<file path="config.mk">
export PLATFORM = sky130hd
export DESIGN_NAME = shared_array_multi_stack
export DESIGN_NICKNAME = d
export VERILOG_FILES = /design/src/rtl/sams_pkg.sv /design/src/rtl/shared_array_multi_stack.sv /design/src/rtl/sams_ram.sv
export SDC_FILE = /design/constraint.sdc
export NUM_CORES = 2
export LEC_CHECK = 0
export BUFFER_PORTS_ARGS = -buffer_cell sky130_fd_sc_hd__buf_2
export CORE_AREA = 2 2 384 386
export DETAILED_ROUTE_END_ITERATION = 6
export DIE_AREA = 0 0 386 388
export GPL_TIMING_DRIVEN = 0
export PLACE_DENSITY_LB_ADDON = 0.2
export SYNTH_ARGS = -nofsm -noshare
export SYNTH_HDL_FRONTEND = slang
export SYNTH_HIERARCHICAL = 1
export SYNTH_SLANG_ARGS = --single-unit
</file>
<file path="constraint.sdc">
create_clock -name i_clk -period 7.3 [get_ports i_clk]
set_input_delay 1.46 -clock i_clk [delete_from_list [all_inputs] [get_ports i_clk]]
set_output_delay 1.46 -clock i_clk [all_outputs]
set_load 0.1 [all_outputs]
</file>
<file path="src/rtl/sams_pkg.sv">
// Shared types, sizes and codes for the shared-array multi-stack block.
package sams_pkg;

    localparam int CAPACITY   = 64;
    localparam int NUM_STACKS = 4;
    localparam int SLICE      = CAPACITY / NUM_STACKS;
    localparam int WORD_W     = 32;
    localparam int AW         = $clog2(CAPACITY);
    localparam int PW         = $clog2(CAPACITY + 1);
    localparam int BIW        = $clog2(NUM_STACKS + 1);
    localparam int TIW        = $clog2(NUM_STACKS);

    typedef logic [PW-1:0]  t_ptr;
    typedef logic [BIW-1:0] t_bidx;

    localparam logic OP_PUSH = 1'b0;
    localparam logic OP_POP  = 1'b1;

    localparam logic [1:0] ST_OK       = 2'd0;
    localparam logic [1:0] ST_EMPTY    = 2'd1;
    localparam logic [1:0] ST_NOROOM   = 2'd2;
    localparam logic [1:0] ST_BADSTACK = 2'd3;

    typedef struct packed {
        logic               opcode;
        logic [2:0]         stack_sel;
        logic signed [31:0] push_value;
    } t_item;

    typedef struct packed {
        logic signed [31:0] pop_value;
        logic [1:0]         status;
    } t_result;

endpackage

</file>
<file path="src/rtl/shared_array_multi_stack.sv">
// Several stacks sharing one word memory, repacked when a push finds its stack full.
// Pop: S_CHECK, S_POP_RD, S_FIN; plain push: S_CHECK, S_PUSH, S_FIN; bad stack or empty
// pop: S_CHECK, S_FIN. A push onto a full stack first passes over the other stacks in
// S_UP_CHK and S_DN_CHK, moving words; every move is a read (S_MV_RD) then a write (S_MV_WR)
// through the word RAM. One item in flight; o_stall is high until the result loads.
// Synchronous active-low reset splits the memory evenly and empties every stack, RAM untouched.
module shared_array_multi_stack
    import sams_pkg::*;
(
    input  logic    i_clk,
    input  logic    i_rst_n,
    input  logic    i_valid,
    output logic    o_stall,
    input  t_item   i_item,
    output logic    o_valid,
    input  logic    i_stall,
    output t_result o_result
);

    localparam logic [3:0] S_IDLE   = 4'd0;
    localparam logic [3:0] S_CHECK  = 4'd1;
    localparam logic [3:0] S_UP_CHK = 4'd2;
    localparam logic [3:0] S_DN_CHK = 4'd3;
    localparam logic [3:0] S_MV_RD  = 4'd4;
    localparam logic [3:0] S_MV_WR  = 4'd5;
    localparam logic [3:0] S_PUSH   = 4'd6;
    localparam logic [3:0] S_POP_RD = 4'd7;
    localparam logic [3:0] S_FIN    = 4'd8;

    logic [3:0] r_state, n_state;
    logic       r_op, n_op;
    logic       r_bad, n_bad;
    t_bidx      r_k, n_k;
    logic [WORD_W-1:0] r_val, n_val;
    t_bidx      r_idx, n_idx;
    t_ptr       r_ptr, n_ptr;
    logic       r_up, n_up;
    t_result    r_res, n_res;
    t_ptr       r_bnd [NUM_STACKS+1];
    t_ptr       n_bnd [NUM_STACKS+1];
    t_ptr       r_top [NUM_STACKS];
    t_ptr       n_top [NUM_STACKS];
    logic       r_ovalid, n_ovalid;
    t_result    r_out, n_out;

    logic [NUM_STACKS-1:0] full_v;
    logic [NUM_STACKS-1:0] order_ok;
    logic [TIW-1:0]        idx_t, idm1_t, k_t;
    logic                  in_xfer, out_free;
    t_ptr                  ptr_dec, ptr_inc, top_k_dec;
    logic                  ram_we, ram_re;
    logic [AW-1:0]         ram_wa, ram_ra;
    logic [WORD_W-1:0]     ram_wd, ram_rd;

    assign o_stall  = (r_state != S_IDLE);
    assign in_xfer  = i_valid && !o_stall;
    assign out_free = !r_ovalid || !i_stall;
    assign o_valid  = r_ovalid;
    assign o_result = r_out;

    assign idx_t     = r_idx[TIW-1:0];
    assign idm1_t    = TIW'(r_idx - 1'b1);
    assign k_t       = r_k[TIW-1:0];
    assign ptr_dec   = t_ptr'(r_ptr - 1'b1);
    assign ptr_inc   = t_ptr'(r_ptr + 1'b1);
    assign top_k_dec = t_ptr'(r_top[k_t] - 1'b1);

    // Fullness and ordering of each stack
    always_comb begin
        for (int i = 0; i < NUM_STACKS; i++) begin
            full_v[i]   = (r_top[i] >= r_bnd[i+1]);
            order_ok[i] = (r_bnd[i] <= r_top[i]) && (r_top[i] <= r_bnd[i+1]);
        end
    end

    // Word memory
    sams_ram #(
        .WIDTH (WORD_W),
        .DEPTH (CAPACITY)
    ) u_word_ram (
        .i_clk     (i_clk),
        .i_wr_en   (ram_we),
        .i_wr_addr (ram_wa),
        .i_wr_data (ram_wd),
        .i_rd_en   (ram_re),
        .i_rd_addr (ram_ra),
        .o_rd_data (ram_rd)
    );

    // Sequencer
    always_comb begin
        n_state = r_state;
        n_op    = r_op;
        n_bad   = r_bad;
        n_k     = r_k;
        n_val   = r_val;
        n_idx   = r_idx;
        n_ptr   = r_ptr;
        n_up    = r_up;
        n_res   = r_res;
        n_bnd   = r_bnd;
        n_top   = r_top;
        ram_we  = 1'b0;
        ram_re  = 1'b0;
        ram_wa  = r_ptr[AW-1:0];
        ram_ra  = r_ptr[AW-1:0];
        ram_wd  = ram_rd;

        unique case (r_state)
            S_IDLE: begin
                // Take the item
                if (in_xfer) begin
                    n_op    = i_item.opcode;
                    n_bad   = (32'(i_item.stack_sel) >= NUM_STACKS);
                    n_k     = t_bidx'(i_item.stack_sel);
                    n_val   = i_item.push_value;
                    n_state = S_CHECK;
                end
            end
            S_CHECK: begin
                n_res.pop_value = '0;
                if (r_bad) begin
                    n_res.status = ST_BADSTACK;
                    n_state      = S_FIN;
                end else if (r_op == OP_POP) begin
                    if (r_top[k_t] <= r_bnd[r_k]) begin
                        n_res.status = ST_EMPTY;
                        n_state      = S_FIN;
                    end else begin
                        n_top[k_t] = top_k_dec;
                        ram_re     = 1'b1;
                        ram_ra     = top_k_dec[AW-1:0];
                        n_state    = S_POP_RD;
                    end
                end else if (full_v[k_t]) begin
                    n_idx   = t_bidx'(NUM_STACKS - 1);
                    n_state = S_UP_CHK;
                end else begin
                    n_state = S_PUSH;
                end
            end
            S_POP_RD: begin
                n_res.pop_value = ram_rd;
                n_res.status    = ST_OK;
                n_state         = S_FIN;
            end
            S_UP_CHK: begin
                // Shift stacks above the selected one up, top stack first
                if (r_idx > r_k) begin
                    if (!full_v[idx_t]) begin
                        if (r_top[idx_t] > r_bnd[r_idx]) begin
                            n_ptr   = r_top[idx_t];
                            n_up    = 1'b1;
                            n_state = S_MV_RD;
                        end else begin
                            n_bnd[r_idx] = t_ptr'(r_bnd[r_idx] + 1'b1);
                            n_top[idx_t] = t_ptr'(r_top[idx_t] + 1'b1);
                            n_idx        = t_bidx'(r_idx - 1'b1);
                        end
                    end else begin
                        n_idx = t_bidx'(r_idx - 1'b1);
                    end
                end else if (full_v[k_t]) begin
                    n_idx   = t_bidx'(1);
                    n_state = S_DN_CHK;
                end else begin
                    n_state = S_PUSH;
                end
            end
            S_DN_CHK: begin
                // Shift stacks from stack one up to the selected one down
                if (r_idx <= r_k) begin
                    if (!full_v[idm1_t]) begin
                        if (r_top[idx_t] > r_bnd[r_idx]) begin
                            n_ptr   = r_bnd[r_idx];
                            n_up    = 1'b0;
                            n_state = S_MV_RD;
                        end else begin
                            n_bnd[r_idx] = t_ptr'(r_bnd[r_idx] - 1'b1);
                            n_top[idx_t] = t_ptr'(r_top[idx_t] - 1'b1);
                            n_idx        = t_bidx'(r_idx + 1'b1);
                        end
                    end else begin
                        n_idx = t_bidx'(r_idx + 1'b1);
                    end
                end else begin
                    n_state = S_PUSH;
                end
            end
            S_MV_RD: begin
                ram_re  = 1'b1;
                ram_ra  = r_up ? ptr_dec[AW-1:0] : r_ptr[AW-1:0];
                n_state = S_MV_WR;
            end
            S_MV_WR: begin
                // Write the moved word and advance
                ram_we = 1'b1;
                ram_wd = ram_rd;
                if (r_up) begin
                    ram_wa = r_ptr[AW-1:0];
                    n_ptr  = ptr_dec;
                    if (ptr_dec == r_bnd[r_idx]) begin
                        n_bnd[r_idx] = t_ptr'(r_bnd[r_idx] + 1'b1);
                        n_top[idx_t] = t_ptr'(r_top[idx_t] + 1'b1);
                        n_idx        = t_bidx'(r_idx - 1'b1);
                        n_state      = S_UP_CHK;
                    end else begin
                        n_state = S_MV_RD;
                    end
                end else begin
                    ram_wa = ptr_dec[AW-1:0];
                    n_ptr  = ptr_inc;
                    if (ptr_inc == r_top[idx_t]) begin
                        n_bnd[r_idx] = t_ptr'(r_bnd[r_idx] - 1'b1);
                        n_top[idx_t] = t_ptr'(r_top[idx_t] - 1'b1);
                        n_idx        = t_bidx'(r_idx + 1'b1);
                        n_state      = S_DN_CHK;
                    end else begin
                        n_state = S_MV_RD;
                    end
                end
            end
            S_PUSH: begin
                n_res.pop_value = '0;
                if (!full_v[k_t]) begin
                    ram_we       = 1'b1;
                    ram_wa       = r_top[k_t][AW-1:0];
                    ram_wd       = r_val;
                    n_top[k_t]   = t_ptr'(r_top[k_t] + 1'b1);
                    n_res.status = ST_OK;
                end else begin
                    n_res.status = ST_NOROOM;
                end
                n_state = S_FIN;
            end
            S_FIN: begin
                if (out_free) begin
                    n_state = S_IDLE;
                end
            end
            default: begin
                n_state = S_IDLE;
            end
        endcase
    end

    // Output register
    always_comb begin
        n_ovalid = r_ovalid;
        n_out    = r_out;
        if (r_ovalid && !i_stall) begin
            n_ovalid = 1'b0;
        end
        if (r_state == S_FIN && out_free) begin
            n_ovalid = 1'b1;
            n_out    = r_res;
        end
    end

    // Control state
    always_ff @(posedge i_clk) begin
        if (!i_rst_n) begin
            r_state  <= S_IDLE;
            r_ovalid <= 1'b0;
            for (int i = 0; i <= NUM_STACKS; i++) begin
                r_bnd[i] <= t_ptr'(i * SLICE);
            end
            for (int i = 0; i < NUM_STACKS; i++) begin
                r_top[i] <= t_ptr'(i * SLICE);
            end
        end else begin
            r_state  <= n_state;
            r_ovalid <= n_ovalid;
            r_bnd    <= n_bnd;
            r_top    <= n_top;
        end
    end

    // Payload
    always_ff @(posedge i_clk) begin
        r_op  <= n_op;
        r_bad <= n_bad;
        r_k   <= n_k;
        r_val <= n_val;
        r_idx <= n_idx;
        r_ptr <= n_ptr;
        r_up  <= n_up;
        r_res <= n_res;
        r_out <= n_out;
    end

`ifndef SYNTHESIS
    a_order: assert property (@(posedge i_clk) disable iff (!i_rst_n)
        &order_ok)
        else $error("stack bounds and tops out of order");

    a_ends_fixed: assert property (@(posedge i_clk) disable iff (!i_rst_n)
        (r_bnd[0] == '0) && (r_bnd[NUM_STACKS] == t_ptr'(NUM_STACKS * SLICE)))
        else $error("outer bound moved");

    a_xfer_busy: assert property (@(posedge i_clk) disable iff (!i_rst_n)
        in_xfer |=> (r_state == S_CHECK) && o_stall)
        else $error("item transfer did not start the sequencer");

    a_wr_state: assert property (@(posedge i_clk) disable iff (!i_rst_n)
        ram_we |-> (r_state == S_MV_WR) || (r_state == S_PUSH))
        else $error("word write outside move or push");

    a_load: assert property (@(posedge i_clk) disable iff (!i_rst_n)
        (r_state == S_FIN) && out_free |=> o_valid && (r_state == S_IDLE))
        else $error("result not loaded on finish");
`endif

endmodule

</file>
<file path="src/rtl/sams_ram.sv">
// Generic single-write, single-read RAM with registered read data.
module sams_ram #(
    parameter int WIDTH = 32,
    parameter int DEPTH = 64
) (
    input  logic                     i_clk,
    input  logic                     i_wr_en,
    input  logic [$clog2(DEPTH)-1:0] i_wr_addr,
    input  logic [WIDTH-1:0]         i_wr_data,
    input  logic                     i_rd_en,
    input  logic [$clog2(DEPTH)-1:0] i_rd_addr,
    output logic [WIDTH-1:0]         o_rd_data
);

    logic [WIDTH-1:0] r_mem [DEPTH];
    logic [WIDTH-1:0] r_rd_data;

    // Write port
    always_ff @(posedge i_clk) begin
        if (i_wr_en) begin
            r_mem[i_wr_addr] <= i_wr_data;
        end
    end

    // Registered read port
    always_ff @(posedge i_clk) begin
        if (i_rd_en) begin
            r_rd_data <= r_mem[i_rd_addr];
        end
    end

    assign o_rd_data = r_rd_data;

endmodule
</file>
* Yosys cells after proc, flatten, opt, wreduce, memory -nomap -nowiden *
Memory sizes are Yosys's and may differ from the RTL's. A register that Yosys moved wholly into a read port is not among the register bits.
Cells that the tools add are included.

operators by class
  shift-type cells = 0
  reduce and logical (&&, ||, !) cells = 27
  $lt $le $gt $ge = 19
  div/mod/pow operators = 0
  equal/unequal tests = 35
  add/subtract/negate cells = 10
  bitwise gates (word level) = 4
  multiplexer cells = 124
  multiply operators = 0

operators by type and width
  kind                                                                number
  28-bit 2-to-1 mux                                                   13
  35-bit 2-to-1 mux                                                   9
  28-bit case mux with 5 select lines                                 1
  7-bit 2-to-1 mux                                                    18
  28-bit bitwise mux                                                  4
  35-bit case mux with 3 select lines                                 1
  34-bit case mux with 3 select lines                                 1
  35-bit bitwise mux                                                  2
  32-bit 2-to-1 mux                                                   2
  3-bit 2-to-1 mux                                                    17
  4-bit 2-to-1 mux                                                    11
  7-bit binary-select mux with 3-bit select                           2
  6-bit 2-to-1 mux                                                    6
  2-bit != test, second input constant                                16
  4-bit case mux with 8 select lines                                  1
  7-bit by 1-bit adder with 7-bit output, second input constant       4
  7-bit binary-select mux with 2-bit select                           2
  7-bit demux with 2-bit select                                       2
  7-bit >= comparator                                                 4
  7-bit by 1-bit subtractor with 7-bit output, second input constant  4
  3-bit != test, second input constant                                8
  6-bit case mux with 2 select lines                                  2
  7-bit demux with 3-bit select                                       1
  7-bit case mux with 3 select lines                                  1
  40 further kinds                                                    87

storage, ports and cells
  memories = 1
  input port bits = 40
  word-level logic and storage cells = 242
  bits in read-only memories = 0
  register bits after elaboration = 184
  bits in latches = 0
  output and inout bits = 36
  RAM bits = 2048

memories
  name              words  width  rd ports  clocked after memory_dff  wr ports  line            text
  u_word_ram.r_mem  64     32     1         1                         1         sams_ram.sv:15  logic [WIDTH-1:0] r_mem [DEPTH];

* Logic depth before layout (Yosys ltp) *
  depth in word-level cells = 10
  depth in mapped cells = 26
  gate-level depth less buffers = 18

* By module *
Netlist, hierarchy kept.

by module, submodules not included
  module                    cells an instance  instances  area an instance (um^2)  seq. area each (um^2)
  sams_ram                  3511               1          79359.9                  62459.9
  shared_array_multi_stack  1155               1          11725.0                  4844.6

* Least setup slack after synthesis *
OpenSTA, ideal clock, no wires.

  path kind = reg2reg
  from = register r_k[0]
  to = register u_word_ram.r_rd_data[31] (netlist: u_word_ram/o_rd_data[31]), read port of u_word_ram.r_mem (data pin)
  arrival = 5.882 ns
  cell stages (with the launch flop) = 24
  path buffers = 8
  period minus slack after synthesis = 6.137 ns
  path slack = 1.163 ns
  data required time = 7.044 ns
  cells stage by stage = edfxtp_1 > buf_6 > buf_2 > buf_1 > mux4_2 > a21oi_1 > ha_1 > nand4_1 > o21ba_1 > or2_0 > a221o_1 > or3_1 > clkbuf_1 > nand2_1 > o221ai_1 > buf_6 > buf_12 > buf_6 > buf_6 > mux2i_1 > o22ai_1 > a2111oi_0 > nor3_1 > o211a_1

between the ends
  longest elaborated chain between the ends = 9
  elaborated cells between the ends (all ways) = 18
  classes of those cells = add/sub (1); order compare (1); mux (14); bitwise (2)

ends and longest elaborated chain
  what                                                                                                               line                             text
  start: declaration                                                                                                 shared_array_multi_stack.sv:33   t_bidx r_k, n_k;
  start signal: assignment                                                                                           shared_array_multi_stack.sv:283  r_k <= n_k;
  3-bit inverter with 4-bit output (not written as such) / 2-bit inverter with 3-bit output (equally long branches)  shared_array_multi_stack.sv:126  if (r_top[k_t] <= r_bnd[r_k]) begin
  7-bit binary-select mux with 3-bit select / 7-bit binary-select mux with 2-bit select (equally long branches)      shared_array_multi_stack.sv:126
  7-bit 2-to-1 mux (not written as such) (2 in a row)                                                                shared_array_multi_stack.sv:126
  7-bit less-or-equal comparator (*)                                                                                 shared_array_multi_stack.sv:126
  1-bit 2-to-1 mux (*)                                                                                               shared_array_multi_stack.sv:126
  1-bit 2-to-1 mux (*)                                                                                               shared_array_multi_stack.sv:125  end else if (r_op == OP_POP) begin
  1-bit 2-to-1 mux (*)                                                                                               shared_array_multi_stack.sv:122  if (r_bad) begin
  1-bit case mux with 2 select lines (*)                                                                             shared_array_multi_stack.sv:109  unique case (r_state)
  via ram_re                                                                                                         shared_array_multi_stack.sv:51   logic ram_we, ram_re;
  end: declaration                                                                                                   sams_ram.sv:16                   logic [WIDTH-1:0] r_rd_data;

Mark *: on every way through the listed nets, which the timed path passes. The rest lies on a longest branch. The select of a mux whose other input is x is not followed.
A chain may end at the register's enable or synchronous reset.

* Final worst setup path *
  from = register r_k[0]
  to = register u_word_ram.r_rd_data[22] (netlist: u_word_ram/o_rd_data[22]), read port of u_word_ram.r_mem (data pin)

between the ends
  longest elaborated chain between the ends = 9
  elaborated cells between the ends (all ways) = 18
  classes of those cells = add/sub (1); order compare (1); mux (14); bitwise (2)

ends and longest elaborated chain
  what                                                                                                               line                                                             text
  3-bit inverter with 4-bit output (not written as such) / 2-bit inverter with 3-bit output (equally long branches)  shared_array_multi_stack.sv:126, shared_array_multi_stack.sv:66
  7-bit binary-select mux with 3-bit select / 7-bit binary-select mux with 2-bit select (equally long branches)      shared_array_multi_stack.sv:126, shared_array_multi_stack.sv:66
  7-bit 2-to-1 mux, on equally long branches (2 in a row)                                                            shared_array_multi_stack.sv:126, shared_array_multi_stack.sv:66
  7-bit less-or-equal comparator / 7-bit by 1-bit subtractor with 7-bit output (equally long branches)               shared_array_multi_stack.sv:126, shared_array_multi_stack.sv:66
  6-bit 2-to-1 mux (*)                                                                                               shared_array_multi_stack.sv:126
  6-bit 2-to-1 mux (*)                                                                                               shared_array_multi_stack.sv:125
  6-bit 2-to-1 mux (*)                                                                                               shared_array_multi_stack.sv:122
  6-bit case mux with 2 select lines (*)                                                                             shared_array_multi_stack.sv:109
  via ram_ra[2]                                                                                                      shared_array_multi_stack.sv:52                                   logic [AW-1:0] ram_wa, ram_ra;

Marks and branches as above.

==> results.yml <==
clock_tree:
  cts_tree: "built"
  post-cts-setup-buffers: 0
  cts_root_buffer: "clkbuf_16"
  htree_levels: 4
  clk_pin_slew_ns: 0.07
  cts_hold_buffers: 0
  cts.sinks: 2264
  cts_max_path_buffers: 3
  cts-buffers-inserted: 216
  clock_latency_ns: 0.87
logic_synthesis:
  synth-edff-count: 2196
  synth_top_family_by_area: "multiplexers"
  synth_compound_area_share_pct: 5.044
  synth.area.top_cells: "edfxtp_1 72%, mux4_2 12%, mux2i_1 2.5%"
  synth.avg_cell_area_um2: 19.52
  synthArstFlopShare_pct: 0
  synth_top_area_cell: "edfxtp_1"
  syn_nets: 4763
  synthCells: 4666
  synth_mux_area_share_pct: 14.62
  synthAdderAreaFrac_pct: 0.7940
  synth-simple-area-share_pct: 3.170
  synth_warnings: 6
  synth-xor-area-share_pct: 0.4121
  synth_cell_types: 99
  synthFlopType: "edfxtp_1"
  ys_ff_latch: 2264
  ys_seq_area_share_pct: 73.89
  netlist_area_mm2: 0.09108
  synth_top_area_share_pct: 72.40
floorplan:
  die_w_um: 386
  die-area_mm2: 0.1498
  num_io_pins: 76
  die_h_um: 388
  initial_core_util_pct: 62.72
  core-area_mm2: 0.1452
  row_count: 140
pwr:
  power_density_mw_per_mm2: 398.3
  p_leak_nw: 33.09
  ir_worst_vdd_mv: 0.2863
  power.total_w: 0.04102
timing:
  slew_headroom_pct: 6.805
  drv_slew: 0
  fmax_ghz: 0.1370
  fin_crit_ns: 7.300
  fin_ws_ns: -0.0001945
  finalCritPeriodShare_pct: 100.0
  fin_skew_ns: 0.04926
  finalSetupViolCount: 1
  worst_slew_pin_slew_ns: 1.398
  finalHoldViolations: 0
  finalSetupTns_ns: -0.0001945
status:
  status: "complete, but fails checks"
  violations: "design-rule violations, negative setup slack"
route:
  ant_nets: 0
  wl_per_cell_um: 38.33
  drt_iter0_markers: 7762
  vias_per_cell: 7.239
  drt-pass1-iter-count: 7
  drc: 7
  dr_total_vias: 51620
  drt-total-wl_um: 273300
global_routing:
  grt_pass1_wl_um: 377200
  busiest_layer: "met2"
  grt_max_degree: 65
  grtUsageTotal_pct: 36.80
  grt_util_met3_pct: 11.11
  use_met1_pct: 50.20
  grtUsageMet2_pct: 55.03
  grt_overflow: 0
  first_global_vias: 49760
  grt_antenna_before_repair: 18
worst_setup_path:
  start_kind: "register"
  criticalPathCategory: "register to register"
  max_stage_delay_ns: 0.64
  cpMostUsedCell: "a21oi_1"
  path_cells: "buf_6 > buf_2 > clkbuf_4 > mux4_2 > a21oi_1 > ha_1 > nand4_1 > o21ba_1 > or2_0 > a221o_1 > or2_2 > clkbuf_1 > nor2_1 > a21oi_1 > o22ai_4 > buf_2 > buf_2 > mux4_2 > mux2i_1 > a21oi_1 > a21oi_1 > a221oi_4"
  slowest_stage: "buf_2"
  cp-end-kind: "register"
  critPathMaxFanout: 10
  critical_path.top_delay_family: "compound AO/OA/AOI/OAI gates"
  cp_num_buf_inv: 6
  critPathArrivalTime_ns: 7.88
  required_ns: 7.88
cells_and_area:
  syn2layout_area_growth_pct: 13.06
  drive_gt1_share_pct: 24.14
  layout.nets: 5125
placed_design:
  portBuffers: 75
  gp_congestion: 0.9651
  hpwl_um: 176500
flow_run:
  maxCapViolations: 0
hold_path:
  hold_class: "register to register"
==> per-stage QoR <==
step | cell area, µm² | std cells | utilization, % | setup slack [ns] | hold WS, ns
2_1_floorplan | 91080 | 4666 | - | 1.163 | 0.4003
3_3_place_gp | 93860 | 6658 | 64.63 | -3.097 | 0.4009
3_5_place_dp | 95840 | 6728 | 66.00 | -2.069 | 0.4045
4_1_cts | 102800 | 7118 | 70.78 | 0.01499 | 0.3985
5_1_grt | 102900 | 7119 | 70.89 | -0.02019 | 0.4260
6_report | 103000 | 7131 | 70.91 | -0.0001945 | 0.3927
==> worst reg2reg max path, cell delays in order (launching register included) <==
cell	delay, ns
edfxtp_1	0.46
buf_6	0.19
buf_2	0.30
clkbuf_4	0.32
mux4_2	0.56
a21oi_1	0.24
ha_1	0.30
nand4_1	0.12
o21ba_1	0.16
or2_0	0.22
a221o_1	0.42
or2_2	0.31
clkbuf_1	0.15
nor2_1	0.12
a21oi_1	0.07
o22ai_4	0.46
buf_2	0.46
buf_2	0.65
mux4_2	0.35
mux2i_1	0.10
a21oi_1	0.40
a21oi_1	0.21
a221oi_4	0.48
==> path summary, 6_finish.rpt <==
check / start / slack [ns] / depth (start not counted) / endpoint
max reg2reg: r_k[0] / -0.0002 / 22 / u_word_ram/o_rd_data[22]
max: r_k[0] / -0.0002 / 22 / u_word_ram/o_rd_data[22]
min reg2reg: r_res[5] / 0.39 / 0 / o_result[5]
min: r_res[5] / 0.39 / 0 / o_result[5]
==> final cells by class <==
cell class / count / area (µm²)
timing repair buffer: 147 / 1892
inverter: 60 / 225.2
fill: 8581 / 42240
clock buffer: 267 / 5682
multi-input combinational: 2060 / 22570
tap: 1917 / 2399
buffer: 279 / 1738
antenna: 12 / 30.03
sequential: 2264 / 67300
clock inverter: 125 / 1141
==> cells in the mapped netlist, types with 8 or more instances <==
| library cell | number |
|---|---|
| a21oi_1 | 83 |
| nor3_1 | 36 |
| o221ai_1 | 31 |
| a31oi_1 | 28 |
| edfxtp_1 | 2196 |
| buf_6 | 38 |
| a211o_1 | 9 |
| nor2_1 | 158 |
| nor2b_1 | 20 |
| and2_1 | 41 |
| dfxtp_1 | 68 |
| a311o_1 | 12 |
| or2_2 | 12 |
| buf_2 | 65 |
| o211ai_1 | 31 |
| o21ai_0 | 92 |
| buf_1 | 14 |
| a21o_1 | 8 |
| o22ai_1 | 55 |
| a22oi_1 | 142 |
| nand2b_1 | 18 |
| nand3b_1 | 10 |
| nand4_1 | 10 |
| buf_4 | 33 |
| clkbuf_1 | 122 |
| xnor2_1 | 28 |
| nand2_1 | 146 |
| mux2i_1 | 228 |
| mux2_2 | 41 |
| a211oi_1 | 23 |
| inv_1 | 57 |
| mux4_2 | 467 |
| ha_1 | 57 |
| nand3_1 | 70 |
| a22o_1 | 16 |
| a221o_1 | 11 |
| and3_1 | 17 |
| a221oi_1 | 9 |
| o22a_1 | 17 |
==> per-layer routing <==
layer	share of wire, %	vias up	wire (µm)
li1	-	20090	-
met1	35	26480	94950
met2	46	4241	125200
met3	14	792	37660
met4	5.6	10	15400
met5	0.029	-	78
==> state kept, by name (all words and copies together) (netlist names), named ones only <==
signal / cells
o_result: 34
r_bnd: 35
r_idx: 3
r_op: 1
r_bad: 1
r_state: 4
r_res: 34
o_valid: 1
r_top: 4
r_val: 32
r_k: 3
r_ptr: 7
r_up: 1
u_word_ram/o_rd_data: 32
u_word_ram/r_mem: 2048
==> logic make-up (layout without fill, tap and decap cells) <==
logic type                 Yosys count  in the layout
AOI/OAI and AO/OA                  637            637
xor gates and xnor gates            38             38
adders and majority gates           58             58
buffers and inverters              342            878
DFF                               2264           2264
muxes                              740            740
other                                0             12
and+or+nand+nor                    587            587
==> power breakdown <==
part | leakage (nW) | switching (W) | internal (W)
sequential | 20.3 | 0.000206 | 0.0156
combinational | 9.46 | 0.00971 | 0.00462
clock | 3.31 | 0.00477 | 0.00611
==> cells in the final DEF (no fill, tap or decap), types with 86 or more instances in the layout <==
cell type     n
edfxtp_1   2196
mux4_2      467
mux2i_1     228
clkbuf_16   220
clkbuf_1    143
a22oi_1     141
buf_2       133
nand2_1     133
nor2_1       90
o21ai_0      86
==> what timing repair did <==
item                       in CTS  in global routing
cloned                          0                  0
resized for setup              46                 68
setup endpoints to repair     166                 32
Power figures use the tool's default switching activity.
